`src/hdl/ira_pkg.sv`:
```
// ----------------------------------------------------------------------------
// ira_pkg
// Shared types and fixed constants of the interval register allocator.
// ----------------------------------------------------------------------------
package ira_pkg;

  localparam int VREG_W    = 16;
  localparam int TIME_W    = 16;
  localparam int PREG_W    = 4;
  localparam int MASK_BITS = 16;

  // item opcodes
  localparam logic OP_ALLOC  = 1'b0;
  localparam logic OP_LOOKUP = 1'b1;

  // registers 0, 2, 4, 5, 11 and 15 reserved after reset
  localparam logic [MASK_BITS-1:0] RESERVED_RESET = 16'h8835;

  typedef struct packed {
    logic              op;
    logic [VREG_W-1:0] vreg_id;
    logic [TIME_W-1:0] live_start;
    logic [TIME_W-1:0] live_end;
    logic              operand_is_number;
  } req_t;

  typedef struct packed {
    logic              found;
    logic [PREG_W-1:0] reg_num;
    logic              table_full;
  } res_t;

endpackage

```
`src/hdl/ira_busy_mem.sv`:
```
// ----------------------------------------------------------------------------
// ira_busy_mem
// Busy-until times per physical register, registered read, with valid flops
// so that a never-written register reads as free.
// ----------------------------------------------------------------------------
module ira_busy_mem #(
  parameter int DEPTH = 16,
  parameter int AW    = 4
) (
  input  logic                       clk,
  input  logic                       rst,
  input  logic [AW-1:0]              raddr,
  output logic [ira_pkg::TIME_W-1:0] rdata,
  output logic                       rvalid,
  input  logic                       we,
  input  logic [AW-1:0]              waddr,
  input  logic [ira_pkg::TIME_W-1:0] wdata
);

  logic [ira_pkg::TIME_W-1:0] mem [DEPTH];
  logic [DEPTH-1:0]           vld;

  always_ff @(posedge clk) begin
    if (we) begin
      mem[waddr] <= wdata;
    end
    rdata  <= mem[raddr];
    rvalid <= vld[raddr];
  end

  // invalid entry stands for busy-until minus one
  always_ff @(posedge clk) begin
    if (rst) begin
      vld <= '0;
    end else if (we) begin
      vld[waddr] <= 1'b1;
    end
  end

endmodule

```
`config.mk`:
```
export PLATFORM = sky130hd
export DESIGN_NAME = ira_busy_mem
export DESIGN_NICKNAME = d
export VERILOG_FILES = /design/src/hdl/ira_pkg.sv /design/src/hdl/ira_busy_mem.sv
export SDC_FILE = /design/constraint.sdc
export NUM_CORES = 1
export LEC_CHECK = 0
export ABC_AREA = 0
export BUFFER_PORTS_ARGS = -buffer_cell sky130_fd_sc_hd__buf_2
export CAP_MARGIN = 10
export CORE_AREA = 5 5 141 143
export DETAILED_ROUTE_END_ITERATION = 7
export DIE_AREA = 0 0 146 148
export GPL_TIMING_DRIVEN = 0
export HOLD_SLACK_MARGIN = 0.02
export MAX_ROUTING_LAYER = met4
export PLACE_DENSITY = 0.87
export SLEW_MARGIN = 20
export SYNTH_ARGS = -nofsm -noshare
export SYNTH_HDL_FRONTEND = slang
export SYNTH_SLANG_ARGS = --single-unit
```
`constraint.sdc`:
```
create_clock -name clk -period 4.2 [get_ports clk]
set_input_delay 0 -clock clk [delete_from_list [all_inputs] [get_ports clk]]
set_output_delay 0 -clock clk [all_outputs]
set_load 0.02 [all_outputs]
```
# Word level (Yosys, flattened, before mapping)
# Memory sizes are Yosys's and may differ from the RTL's. A register that Yosys moved wholly into a read port is not among the register bits.
# Cells that the tools add are included.
totals:
  regBits: 17
  ram_bits: 256
  inputBits: 27
  out_inout_bits: 17
  wordCells: 14
  n_memories: 1
memory_table:
  columns: ["memory", "depth", "word_bits", "read_ports", "rd_ports_with_merged_regs", "write_ports", "line", "source"]
  rows:
  - ["mem", 16, 16, 1, 1, 1, "ira_busy_mem.sv:20", "logic [ira_pkg::TIME_W-1:0] mem [DEPTH];"]
classes:
  magnitude_cmp: 3
  n_mux: 6
  bitwise_logic: 1
  n_reduce_logical: 1
ops:
  columns: ["operator", "count"]
  rows:
  - ["16-bit bitwise OR", 1]
  - ["4-bit by 5-bit < comparator with 1-bit output, second input constant", 2]
  - ["1-bit binary-select mux with 4-bit select", 1]
  - ["1-bit demux with 4-bit select", 1]
  - ["4-bit by 1-bit greater-or-equal comparator with 1-bit output, second input constant", 1]
  - ["1-bit two-way mux", 4]
  - ["1-bit logical AND", 1]

# Depth between registers and ports, before layout
logic_depth:
  word_depth: 5
  mapped_depth: 6
  mapped_depth_nobuf: 3

# Least setup slack after synthesis
# OpenSTA, ideal clock, no wires.
synth_path:
  path_kind: "in2reg"
  from: "input waddr[2]"
  to: "memory mem[0][0] (netlist name) (enable)"
  setup_ns: 0.409
  arrival_time_ns: 1.646
  required_time_ns: 3.791
  path_slack_ns: 2.145
  cell_stages: 2
  path_buffers: 0
  path_cell_list: "or3b_2 nor3_1"
synth_lines:
  columns: ["item", "line", "source"]
  rows:
  - ["from (decl)", "ira_busy_mem.sv:16", "input logic [AW-1:0] waddr,"]
  - ["to (decl)", "ira_busy_mem.sv:20", null]
# Straight into the memory's write port.

# Worst setup path in the final report
layout_path:
  from: "input waddr[1]"
  to: "memory mem[3][4] (netlist name) (enable)"
# Straight into the memory's write port.

==> flow_summary.rst <==
.. list-table::
   :header-rows: 1

   * - Metric
     - Value
   * - Peak per-stage delay on the critical path
     - 0.54 ns
   * - Crit Path Max Fanout
     - 10
   * - Transition time at the pin with the least slew margin
     - 1.00 ns
   * - Overflow left after global routing
     - 0
   * - Worst path arrival time
     - 2.26 ns
   * - Synth warnings
     - 0
   * - Required time of the critical path
     - 4.45 ns
   * - Number of antenna violations at the first check in global routing
     - 0
   * - Starting Density
     - 0.580
   * - Setup_tns
     - 0 ns
   * - Source of the worst hold timing path
     - waddr[2]
   * - Largest buffer count on any clock path
     - 3
   * - Clock transition at the register clock pins on the worst setup and hold paths after CTS
     - 0.06 ns
   * - Number of standard cells after synthesis
     - 501
   * - Non-filler instance count after layout
     - 868
   * - Critical Path Source Type
     - primary input
   * - Number of max-slew violations in the final report
     - 0
   * - Final antenna diode count
     - 0
   * - Pin count of the biggest net entering global routing
     - 17
   * - Clk sink count
     - 289
   * - Hold Crit Depth
     - 4
   * - Vertical die dimension
     - 148 microns
   * - Final wirelength
     - 26,800 microns
   * - Residual DRC count
     - 0
   * - Maximum Capacitance Violations
     - 0
   * - Placeable core area
     - 18,500 sq um
   * - Library cell contributing the largest single delay on the critical path
     - dlygate4sd3_1
   * - Placed instance count
     - 795
   * - Syn Area/Cell
     - 21.4 sq um
   * - Cell depth of the worst setup path
     - 6
   * - Via count of the first global-routing pass
     - 6,043
   * - Post-synth top area cell
     - edfxtp_1
   * - Detailed-route wire length per cell
     - 30.9 microns
   * - Most frequently used flop master after synthesis
     - edfxtp_1
   * - FFs w/ async S/R, synth
     - 0
   * - Synthesized cell area
     - 10,700 sq um
   * - Worst skew pair latency
     - 0.56 ns
   * - Leakage
     - 4.21 nW
   * - Layout cells sized above 1
     - 0.292
   * - Final net count
     - 640
   * - Number of nets with antenna violations after detailed routing
     - 0
   * - Launching point of the worst reg2reg path
     - mem[1][4]
   * - Number of different library cells in the post-synthesis netlist
     - 24
   * - Unrepaired setup endpoints after global routing
     - false
   * - Number of cells on the worst reg-to-reg path
     - 3
   * - Post-route total power
     - 6.04 mW
   * - # IOs
     - 44
   * - Clock tree from TritonCTS
     - built
   * - Growth of design area from synthesis to finish
     - 17.6%
   * - Routability congestion estimate
     - 0.832
   * - Width of the chip
     - 146 microns
   * - Final count of hold timing violations
     - 0
   * - Cells taking the most area after synthesis
     - edfxtp_1 (72%), mux4_2 (12%), dfxtp_1 (6.2%)
   * - Setup Crit Path Kind
     - in2reg
   * - Top cell type's share of synthesized area
     - 0.718
   * - Synth top cells by count
     - edfxtp_1 (256), mux4_2 (59), a22oi_1 (34), dfxtp_1 (33), nor2_1 (30)
   * - Placement row count
     - 50
   * - Period utilization
     - 0.478
   * - Number of buffer and inverter instances along the worst setup path
     - 4
   * - # setup viols final
     - 0
   * - HPWL reported at the end of detailed placement
     - 16,000 microns
   * - Max-slew headroom at the worst pin
     - 0.330
   * - Top-count cell post-synth
     - edfxtp_1
   * - Final worst clock skew
     - 0.0208 ns
   * - Seq/Total Area, Yosys
     - 0.780
   * - Wire length of the first global-routing pass
     - 39,600 microns
   * - IO Port Bufs
     - 40
   * - Largest vdd supply drop
     - 321 uV
   * - Avg Vias per Cell
     - 6.71
   * - Top cell family by delay on the critical path
     - buffers and inverters
   * - CTS H-tree lvls
     - 1
   * - Number of fillers in the final layout
     - 1,006
   * - Number of flops mapped to enable cells by yosys
     - 256
   * - Combined global-route utilization of all metal layers
     - 0.261
   * - Vias post-DR
     - 5,823
   * - Total power divided by cell area
     - 480 nW/um^2
   * - Crit. Startpoint
     - waddr[1]
   * - Clock root buffer
     - clkbuf_16
   * - Setup Fix Bufs, Post-CTS
     - 0
   * - CP Cell Sequence
     - dlygate4sd3_1, buf_2, clkbuf_1, nand2_1, nor2_2, buf_8
   * - TritonCTS Buffers
     - 27
   * - 1st-pass router iterations
     - 5
   * - DRC violation total after the first TritonRoute iteration
     - 863
   * - Tightest Hold Check Type
     - in2reg
   * - Highest achievable clock rate
     - 498 MHz
   * - Syn_nets
     - 528
   * - Number of synthesized register bits
     - 289
   * - Capturing element type of the critical path
     - flop
   * - Outcome
     - completed
   * - Floorplan die area
     - 21,600 sq um
   * - Final Critical Period
     - 2.01 ns
[kinds of logic (layout without fill, tap and decap cells)]
logic type	count (synthesis)	count (layout)	share of synthesized area
flops	289	289	0.780
mux	68	68	0.146
simple gates	67	67	0.0284
compound gates	50	50	0.0318
buf+inv	27	160	0.0141
[layout make-up]
cell class              instances  area (sq um)  area share
repair buffers                 83           671      0.0532
multi-input cells             185          2260       0.179
well taps                     234           293      0.0232
clock buffers                  37           723      0.0574
plain buffers                  27           151      0.0120
flip-flops and latches        289          8350       0.663
clock inverters                13           151      0.0120
[through the flow]
step / hold WS, ns / area [sq um] / utilization / worst slack (ns)
5_1_grt: 0.0854 / 12600 / 0.683 / 2.12
2_1_floorplan: 0.0989 / 10700 / - / 2.14
3_3_place_gp: 0.298 / 11200 / 0.607 / 1.09
6_report: 0.0773 / 12600 / 0.683 / 2.19
3_5_place_dp: 0.309 / 11500 / 0.623 / 2.33
4_1_cts: 0.0324 / 12600 / 0.683 / 2.29
[report_power, final]
group	internal [mW]	total [mW]	leakage (nW)	switching, mW
Combinational	0.141	0.362	1.19	0.221
Clock	1.40	2.46	0.431	1.06
Sequential	3.20	3.22	2.59	0.0234
[flip-flops by register name, indices dropped and copies added, names as in the netlist]
| name | flops |
|---|---|
| mem | 256 |
| rvalid | 1 |
| vld | 16 |
| rdata | 16 |
[layout by cell type, fill, tap and decap left out, types with 4 or more instances in the layout]
cell type,instances
edfxtp_1,256
mux4_2,59
buf_2,47
a22oi_1,34
dfxtp_1,33
clkbuf_16,27
clkbuf_1,24
dlygate4sd3_1,23
nor2_1,18
nand2_1,18
buf_8,15
nor2_2,12
a21oi_1,12
mux4_1,9
buf_4,8
clkinv_2,6
nor2b_1,4
nor3_2,4
a31oi_1,4
[worst reg2reg max path, stage by stage, from the launching register on]
cell	delay [ns]
edfxtp_1	0.43
mux4_2	0.50
a22oi_1	0.41
nand2_1	0.12
[per-layer routing]
metal / vias up / track usage / wire length (microns)
met5: - / - / 0
met4: 0 / 0.115 / 1270
met3: 106 / 0.0524 / 2760
met2: 505 / 0.444 / 13900
met1: 2906 / 0.305 / 8840
li1: 2306 / - / -
[final timing paths]
kind	to	slack [ns]
hold / removal	vld[14]	0.08
hold reg to reg	vld[9]	0.50
setup reg to reg	rdata[4]	2.61
setup / recovery	mem[3][4]	2.19
[repair_timing]
item	4_1_cts	5_1_grt
endpoints found under the hold margin	268	0
resized for setup	0	0
hold buffers	23	0
Power figures use the tool's default switching activity.
