$ cat src/hdl/ira_pkg.sv
// ----------------------------------------------------------------------------
// ira_pkg
// Shared types and fixed constants of the interval register allocator.
// ----------------------------------------------------------------------------
package ira_pkg;

  localparam int VREG_W    = 16;
  localparam int TIME_W    = 16;
  localparam int PREG_W    = 4;
  localparam int MASK_BITS = 16;

  // item opcodes
  localparam logic OP_ALLOC  = 1'b0;
  localparam logic OP_LOOKUP = 1'b1;

  // registers 0, 2, 4, 5, 11 and 15 reserved after reset
  localparam logic [MASK_BITS-1:0] RESERVED_RESET = 16'h8835;

  typedef struct packed {
    logic              op;
    logic [VREG_W-1:0] vreg_id;
    logic [TIME_W-1:0] live_start;
    logic [TIME_W-1:0] live_end;
    logic              operand_is_number;
  } req_t;

  typedef struct packed {
    logic              found;
    logic [PREG_W-1:0] reg_num;
    logic              table_full;
  } res_t;

endpackage

$ cat src/hdl/ira_ctrl.sv
// ----------------------------------------------------------------------------
// ira_ctrl
// Sequencer: scans the busy memory for an allocate, the interval table for
// a lookup, and writes back the chosen register and the new table entry.
// ----------------------------------------------------------------------------
module ira_ctrl #(
  parameter int NUM_PHYS_REGS = 16,
  parameter int MAX_INTERVALS = 256,
  parameter int RW  = $clog2(NUM_PHYS_REGS),
  parameter int AW  = $clog2(MAX_INTERVALS),
  parameter int TDW = ira_pkg::VREG_W + 1 + RW
) (
  input  logic                          clk,
  input  logic                          rst,
  input  logic [ira_pkg::MASK_BITS-1:0] mask,
  input  logic                          req_valid,
  output logic                          req_ready,
  input  ira_pkg::req_t                 req,
  output logic                          res_valid,
  input  logic                          res_ready,
  output ira_pkg::res_t                 res,
  output logic [RW-1:0]                 busy_raddr,
  input  logic [ira_pkg::TIME_W-1:0]    busy_rdata,
  input  logic                          busy_rvalid,
  output logic                          busy_we,
  output logic [RW-1:0]                 busy_waddr,
  output logic [ira_pkg::TIME_W-1:0]    busy_wdata,
  output logic [AW-1:0]                 tbl_raddr,
  input  logic [TDW-1:0]                tbl_rdata,
  output logic                          tbl_we,
  output logic [AW-1:0]                 tbl_waddr,
  output logic [TDW-1:0]                tbl_wdata
);

  localparam int RCW = $clog2(NUM_PHYS_REGS + 1);
  localparam int CW  = $clog2(MAX_INTERVALS + 1);

  localparam logic [1:0] S_IDLE  = 2'd0;
  localparam logic [1:0] S_ALLOC = 2'd1;
  localparam logic [1:0] S_LOOK  = 2'd2;
  localparam logic [1:0] S_EMIT  = 2'd3;

  logic [1:0]     state;
  ira_pkg::req_t  item;
  logic [CW-1:0]  count;
  logic [RCW-1:0] rd_r;
  logic [RW-1:0]  chk_r;
  logic [CW-1:0]  rd_i;
  logic           pend;

  logic issue_r, reserved, hit_r, alloc_end;
  logic issue_i, tbl_match, tbl_has, look_end;
  logic [RW-1:0] tbl_reg;

  // allocate scan: read register rd_r, check chk_r in the next cycle
  assign issue_r   = rd_r < RCW'(NUM_PHYS_REGS);
  assign reserved  = (32'(chk_r) < 32'(ira_pkg::MASK_BITS)) ? mask[4'(chk_r)] : 1'b0;
  assign hit_r     = pend && !reserved && (!busy_rvalid || busy_rdata < item.live_start);
  assign alloc_end = hit_r || (!pend && !issue_r);

  // lookup scan over entries below count
  assign issue_i   = rd_i < count;
  assign tbl_has   = tbl_rdata[RW];
  assign tbl_reg   = tbl_rdata[RW-1:0];
  assign tbl_match = pend && (tbl_rdata[TDW-1 -: ira_pkg::VREG_W] == item.vreg_id);
  assign look_end  = tbl_match || (!pend && !issue_i);

  assign busy_raddr = rd_r[RW-1:0];
  assign busy_we    = (state == S_ALLOC) && hit_r;
  assign busy_waddr = chk_r;
  assign busy_wdata = item.live_end;

  assign tbl_raddr = rd_i[AW-1:0];
  assign tbl_we    = (state == S_ALLOC) && alloc_end;
  assign tbl_waddr = count[AW-1:0];
  assign tbl_wdata = {item.vreg_id, hit_r, chk_r};

  assign req_ready = (state == S_IDLE);
  assign res_valid = (state == S_EMIT);

  always_ff @(posedge clk) begin
    if (rst) begin
      state <= S_IDLE;
      count <= '0;
      pend  <= 1'b0;
    end else begin
      case (state)
        S_IDLE: begin
          if (req_valid) begin
            item <= req;
            pend <= 1'b0;
            rd_r <= '0;
            rd_i <= '0;
            if (req.op == ira_pkg::OP_ALLOC) begin
              if (count == CW'(MAX_INTERVALS)) begin
                res   <= '{found: 1'b0, reg_num: '0, table_full: 1'b1};
                state <= S_EMIT;
              end else begin
                state <= S_ALLOC;
              end
            end else if (req.operand_is_number) begin
              res   <= '0;
              state <= S_EMIT;
            end else begin
              state <= S_LOOK;
            end
          end
        end
        S_ALLOC: begin
          if (alloc_end) begin
            count <= count + 1'b1;
            res   <= '{found: hit_r, reg_num: hit_r ? 4'(chk_r) : 4'd0, table_full: 1'b0};
            state <= S_EMIT;
          end else begin
            pend <= issue_r;
            if (issue_r) begin
              rd_r  <= rd_r + 1'b1;
              chk_r <= rd_r[RW-1:0];
            end
          end
        end
        S_LOOK: begin
          if (look_end) begin
            res <= '{found: tbl_match && tbl_has,
                     reg_num: (tbl_match && tbl_has) ? 4'(tbl_reg) : 4'd0,
                     table_full: 1'b0};
            state <= S_EMIT;
          end else begin
            pend <= issue_i;
            if (issue_i) begin
              rd_i <= rd_i + 1'b1;
            end
          end
        end
        S_EMIT: begin
          if (res_ready) begin
            state <= S_IDLE;
          end
        end
        default: begin
          state <= S_IDLE;
        end
      endcase
    end
  end

  // every table append bumps the fill count by one
  a_count_step: assert property (@(posedge clk) disable iff (rst)
    tbl_we |=> (count == $past(count) + 1'b1))
    else $error("fill count did not follow table write");

  // a busy time is only written along with an entry that has a register
  a_busy_with_entry: assert property (@(posedge clk) disable iff (rst)
    busy_we |-> (tbl_we && tbl_wdata[RW]))
    else $error("busy write without table entry");

  // an accepted item always starts work
  a_accept_leaves_idle: assert property (@(posedge clk) disable iff (rst)
    (req_valid && req_ready) |=> (state != S_IDLE))
    else $error("accepted item dropped");

  // a dropped allocate never reports a register
  a_full_not_found: assert property (@(posedge clk) disable iff (rst)
    res_valid |-> !(res.found && res.table_full))
    else $error("full table result reports a register");

  // fill count never passes the table depth
  a_count_bound: assert property (@(posedge clk) disable iff (rst)
    tbl_we |-> (count < CW'(MAX_INTERVALS)))
    else $error("table write past depth");

endmodule

$ cat config.mk
export PLATFORM = sky130hd
export DESIGN_NAME = ira_ctrl
export DESIGN_NICKNAME = d
export VERILOG_FILES = /design/src/hdl/ira_pkg.sv /design/src/hdl/ira_ctrl.sv
export SDC_FILE = /design/constraint.sdc
export NUM_CORES = 1
export LEC_CHECK = 0
export BUFFER_PORTS_ARGS = -buffer_cell sky130_fd_sc_hd__buf_2
export CAP_MARGIN = 20
export CORE_MARGIN = 4
export CORE_UTILIZATION = 30
export CTS_CLUSTER_SIZE = 14
export DETAILED_ROUTE_END_ITERATION = 8
export PLACE_DENSITY = 0.54
export SETUP_SLACK_MARGIN = 0.05
export SYNTH_ARGS = -nofsm -noshare
export SYNTH_HDL_FRONTEND = slang
export SYNTH_SLANG_ARGS = --single-unit
$ cat constraint.sdc
create_clock -name clk -period 4 [get_ports clk]
set_input_delay 0.2 -clock clk [delete_from_list [all_inputs] [get_ports clk]]
set_output_delay 0.2 -clock clk [all_outputs]
set_load 0.05 [all_outputs]
# Yosys cells after proc, flatten, opt, wreduce, memory -nomap -nowiden
# Cells that the tools add are included.
dict set report op_classes {
  add_sub_neg 3
  order_cmp 4
  n_eq_ne 15
  muxes 31
  bitwise 2
  reduce_logical 28
}
# op count
set op_table {}
lappend op_table {{two-way mux 6 bit} 6}
lappend op_table {{two-way mux 9 bit} 3}
lappend op_table {{adder 9 x 1 -> 9 bit (second input constant)} 2}
lappend op_table {{case mux 6 bit (3 select lines)} 1}
lappend op_table {{case mux 9 bit (2 select lines)} 1}
lappend op_table {{equality test 16 bit} 1}
lappend op_table {{< comparator 16 bit} 1}
lappend op_table {{two-way mux 5 bit} 3}
lappend op_table {{inequality test 2 bit (second input constant)} 7}
lappend op_table {{two-way mux 2 bit} 6}
lappend op_table {{AND reduction 4 bit} 3}
lappend op_table {{case mux 5 bit (2 select lines)} 1}
lappend op_table {{AND reduction 5 bit} 2}
lappend op_table {{equality test 9 bit (second input constant)} 1}
lappend op_table {{< comparator 9 bit} 1}
lappend op_table {{logical AND 1 bit} 8}
lappend op_table {{two-way mux 4 bit} 2}
lappend op_table {{case mux 2 bit (4 select lines)} 1}
lappend op_table {{AND reduction 7 bit} 1}
lappend op_table {{adder 5 x 1 -> 5 bit (second input constant)} 1}
lappend op_table {{zero test 1 bit} 5}
lappend op_table {{< comparator 4 x 5 -> 1 bit (second input constant)} 1}
lappend op_table {{< comparator 5 bit (second input constant)} 1}
lappend op_table {{two-way mux 1 bit} 5}
lappend op_table {{other kinds (14)} 19}
dict set report word_totals {
  ff_bits 84
  input_bits 108
}

# Logic depth before layout (Yosys ltp)
dict set report depth {
  ltp_word 8
  ltp_mapped 10
  mapped_depth_nobuf 10
}

# Worst setup path after synthesis
# Ideal clock, no wire load.
dict set report synth_timing {
  kind {register -> register}
  start {reg state[0]}
  end {reg item, in the netlist busy_wdata[0] (enable)}
  setup_ns 0.454
  t_arrival_ns 3.072
  path_slack_ns 0.475
  path_stages_with_launch 5
  n_path_buf 0
  period_less_slack_ns 3.525
  path_cell_list {dfxtp_1 > inv_1 > ha_1 > nand2_1 > nor2_1}
}
dict set report synth_between {
  elab_chain_len 2
}
# element line_no
set synth_rtl {}
lappend synth_rtl {{start: declaration} ira_ctrl.sv:43} ;# logic [1:0] state;
lappend synth_rtl {{start signal: assignment} ira_ctrl.sv:83} ;# state <= S_IDLE;
lappend synth_rtl {{start signal: assignment} ira_ctrl.sv:97} ;# state <= S_EMIT;
lappend synth_rtl {{start signal: assignment} ira_ctrl.sv:99} ;# state <= S_ALLOC;
lappend synth_rtl {{zero test 2 bit} -}
lappend synth_rtl {{via req_ready} ira_ctrl.sv:17} ;# output logic req_ready,
lappend synth_rtl {{AND reduction 3 bit (no line)} -}
lappend synth_rtl {{end signal: assignment} ira_ctrl.sv:90} ;# item <= req;
lappend synth_rtl {{end: declaration} ira_ctrl.sv:44} ;# ira_pkg::req_t item;
# The timed path passes the listed nets, and every way through them passes these cells.
# A chain may end at the register's enable or synchronous reset.

# Worst setup path in the final report
dict set report layout_timing {
  start {reg chk_r[0] (netlist: busy_waddr[0])}
  end {out tbl_we}
}
dict set report layout_between {
  elab_chain_len 7
}
# element line_no
set layout_rtl {}
lappend layout_rtl {{start: declaration} ira_ctrl.sv:47} ;# logic [RW-1:0] chk_r;
lappend layout_rtl {{start signal: assignment} ira_ctrl.sv:118} ;# chk_r <= rd_r[RW-1:0];
lappend layout_rtl {{binary-select mux 1 bit (select 4 bit)} ira_ctrl.sv:57} ;# assign reserved = (32'(chk_r) < 32'(ira_pkg::MASK_BITS)) ? mask[4'(chk_r)] : 1'b0;
lappend layout_rtl {{two-way mux 1 bit (not written as such)} ira_ctrl.sv:57}
lappend layout_rtl {{zero test 1 bit} ira_ctrl.sv:58} ;# assign hit_r = pend && !reserved && (!busy_rvalid || busy_rdata < item.live_start);
lappend layout_rtl {{logical AND 1 bit (2 in a row)} ira_ctrl.sv:58}
lappend layout_rtl {{logical OR 1 bit} ira_ctrl.sv:59} ;# assign alloc_end = hit_r || (!pend && !issue_r);
lappend layout_rtl {{logical AND 1 bit} ira_ctrl.sv:74} ;# assign tbl_we = (state == S_ALLOC) && alloc_end;
lappend layout_rtl {{end: declaration} ira_ctrl.sv:30} ;# output logic tbl_we,
# Every way passes these cells. The select of a mux whose other input is x is not followed.

==> reports/results.ini <==
[clock_tree]
cts_inserted_buffers = 9
hold_buffers = 0
cts.sinks = 84
post_cts.repair.setup_buffers = 0
cts-resized-gates = 0
clk_latency_ns = 0.33
clk_pin_slew_worst_paths_ns = 0.06
clockBufferDepth = 2
cts_tree = built
cts_root_buf = clkbuf_16
htreeDepth = 3

[critical_path]
r2r_start = busy_waddr[0]$_DFFE_PP_
r2r_cells = 7
criticalPathCategory = reg -> out
crit_fanout = 9
cp.required_ns = 3.80
rrSetupSlack_ns = 1.16
crit_path_end_kind = output pin
start_kind = register
arrival_ns = 2.91
r2r-end = count[7]$_SDFFE_PP0P_

[yosys]
synth_compound_area_share_pct = 8.073
ys_seq_area_share_pct = 51.67
synth_area_leaders = edfxtp_1 (47%), buf_4 (9.5%), ha_1 (8.6%)
yosysMostFrequentCell = edfxtp_1
synth-simple-area-share_pct = 11.11
synthArstFlopShare_pct = 0
syn_nets = 540
synth-edff-count = 72
yosys_warnings = 0
ys.flop_type = edfxtp_1
synth_area_um2 = 4649
avgSynthCellArea_um2 = 11.62
synthAdderAreaFrac_pct = 8.611
yosysTopAreaCellShare_pct = 46.50
yosys-mux-area-fraction_pct = 3.122
synth-xor-area-share_pct = 4.898
synthTopCellsByCount = edfxtp_1 (72), buf_4 (59), ha_1 (32), inv_1 (29), nor2_1 (23)
ys_seq_elements = 84
synth_top_family_by_area = buffers and inverters
synth_cell_types = 49
synth_area_leader_cell = edfxtp_1
syn_inst = 400

[grt]
gr-total-overflow = 0
grt_util_met3_pct = 4.221
antenna_found_initial = 0
grt_pass1_wl_um = 18230
grtUsageTotal_pct = 13.15
grt.met2_usage_pct = 21.92
grt_pass1_vias = 3524
grt.busiest_layer = met2
grt_max_degree = 26
use_met1_pct = 16.19

[sta]
slew_violations = 0
setup_tns_ns = 0
fin_skew_ns = 0.004621
holdWs_ns = 0.03559
slew_headroom_pct = 46.16
finalHoldViolations = 0
finalCritPeriodShare_pct = 77.83
rsz0062_at_grt = false
fmax_ghz = 0.3212
period_needed_ns = 3.113
tightest_slew_ns = 0.8057
setup_violations = 0

[finish]
layout-drive-gt1-share_pct = 38.69
instances_no_fill = 723
final_cell_area_um2 = 5660
diodes = 0
fin_nets = 670
syn_to_final_growth_pct = 21.74

[detailed_routing]
wl_per_cell_um = 15.72
vias_per_cell = 4.621
drt_wl_total_um = 11360
first_pass_iters = 4
drt_iter0_markers = 154
drt_drc_violations_left = 0
postRouteAntennaNets = 0
vias = 3341

[outcome]
status = finished, final reports clean

[power_and_ir_drop]
p_leak_uw = 0.002380
clkPwrFrac_pct = 28.6
power_switching_uw = 1166
p_sw_share_pct = 36.90
seqPwrFrac_pct = 38.5
p_comb_share_pct = 33.0
p_int_uw = 1995
p_per_area_nw_per_um2 = 558.5
peakVddDrop_mv = 0.2999
power_uw = 3162

[floorplanning]
start_util_pct = 30.58
ios = 179
rows = 45
die_h_um = 132.5
core_um2 = 15200
die_w_um = 132.5
die-area_um2 = 17550

[placed_design]
place_area_um2 = 5336
dp_hpwl_um = 8967
port_buffers = 178
place.gp.congestion = 0.8183
post-place-cells = 707

[hold_path]
min_to = tbl_wdata[11]$_DFFE_PP_
whs_path_depth = 1
hp-start = req[39]
worstHoldPathType = in -> reg

[flow_run]
max_cap_viol_count = 0

-- how the worst max path moves through the flow --
stage | cells after the start | endpoint | slack [ns] | startpoint
2_1_floorplan | 4 | busy_wdata[0]$_DFFE_PP_ | 0.47 | state[0]$_SDFFE_PP0P_
3_3_place_gp | 7 | res[2]$_DFFE_PP_ | 1.22 | busy_waddr[0]$_DFFE_PP_
3_5_place_dp | 7 | count[5]$_SDFFE_PP0P_ | 1.17 | busy_waddr[0]$_DFFE_PP_
4_1_cts | 7 | tbl_we | 0.84 | busy_waddr[0]$_DFFE_PP_
5_1_grt | 7 | tbl_we | 0.65 | busy_waddr[0]$_DFFE_PP_
6_report | 7 | tbl_we | 0.89 | busy_waddr[0]$_DFFE_PP_
-- layer usage --
layer  wire length, µm  share of wire (%)
met5                 0                  0
met4               102               0.90
met3               858                7.6
met2              5622                 49
met1              4778                 42
-- cell usage in the layout, fill, tap and decap left out, types with 7 or more instances in the layout --
| master | n |
|---|---|
| mux2i_1 | 7 |
| xnor2_1 | 18 |
| xor2_1 | 8 |
| buf_2 | 178 |
| clkbuf_16 | 9 |
| edfxtp_1 | 72 |
| dfxtp_1 | 12 |
| nor2_1 | 22 |
| nand3_1 | 11 |
| o21ai_0 | 16 |
| nand2_1 | 17 |
| nor2b_1 | 7 |
| a21oi_1 | 17 |
| ha_1 | 32 |
| inv_1 | 29 |
-- per-stage QoR --
stage / setup slack, ns / util [%]
3_5_place_dp: 1.171 / 35.10
2_1_floorplan: 0.4746 / -
4_1_cts: 0.8367 / 37.23
5_1_grt: 0.6516 / 37.23
6_report: 0.8867 / 37.23
3_3_place_gp: 1.215 / 35.10
-- registers in the layout (all words and copies together) (netlist names) --
name	cells
item	16
busy_waddr	4
rd_r	5
tbl_wdata	16
res	6
rd_i	9
pend	1
state	2
count	9
busy_wdata	16
-- worst max-delay path: stages (launching register included) --
cell,delay [ns]
edfxtp_1,0.58
mux4_1,0.59
mux2i_1,0.16
nand3b_1,0.14
a221oi_4,0.43
o21ai_2,0.18
inv_1,0.20
buf_2,0.30
-- power groups by stage --
| stage | combinational [µW] | sequential (µW) | clock (µW) |
|---|---|---|---|
| floorplan | 805 | 1270 | 0 |
| global placement | 1040 | 1230 | 0 |
| detailed placement | 1050 | 1240 | 0 |
| CTS | 1060 | 1220 | 943 |
| global route | 1150 | 1240 | 972 |
| finish | 1040 | 1220 | 903 |
-- cell type report --
type                            instances  area, µm²
Tap cell                              188      235.2
Inverter                               30      112.6
Clock buffer                            9      225.2
Fill cell                            1531       9542
Multi-Input combinational cell        224       1673
Clock inverter                          7      98.84
Timing Repair Buffer                  181      913.4
Sequential cell                        84       2402
-- cells by family after synthesis --
kind of cell    after synthesis
flops                        84
simple gates                 99
fa+ha+maj                    32
mux                          10
compound gates               57
buf+inv                      92
xor+xnor                     26
Note: power is estimated with default switching activity, not from simulation.
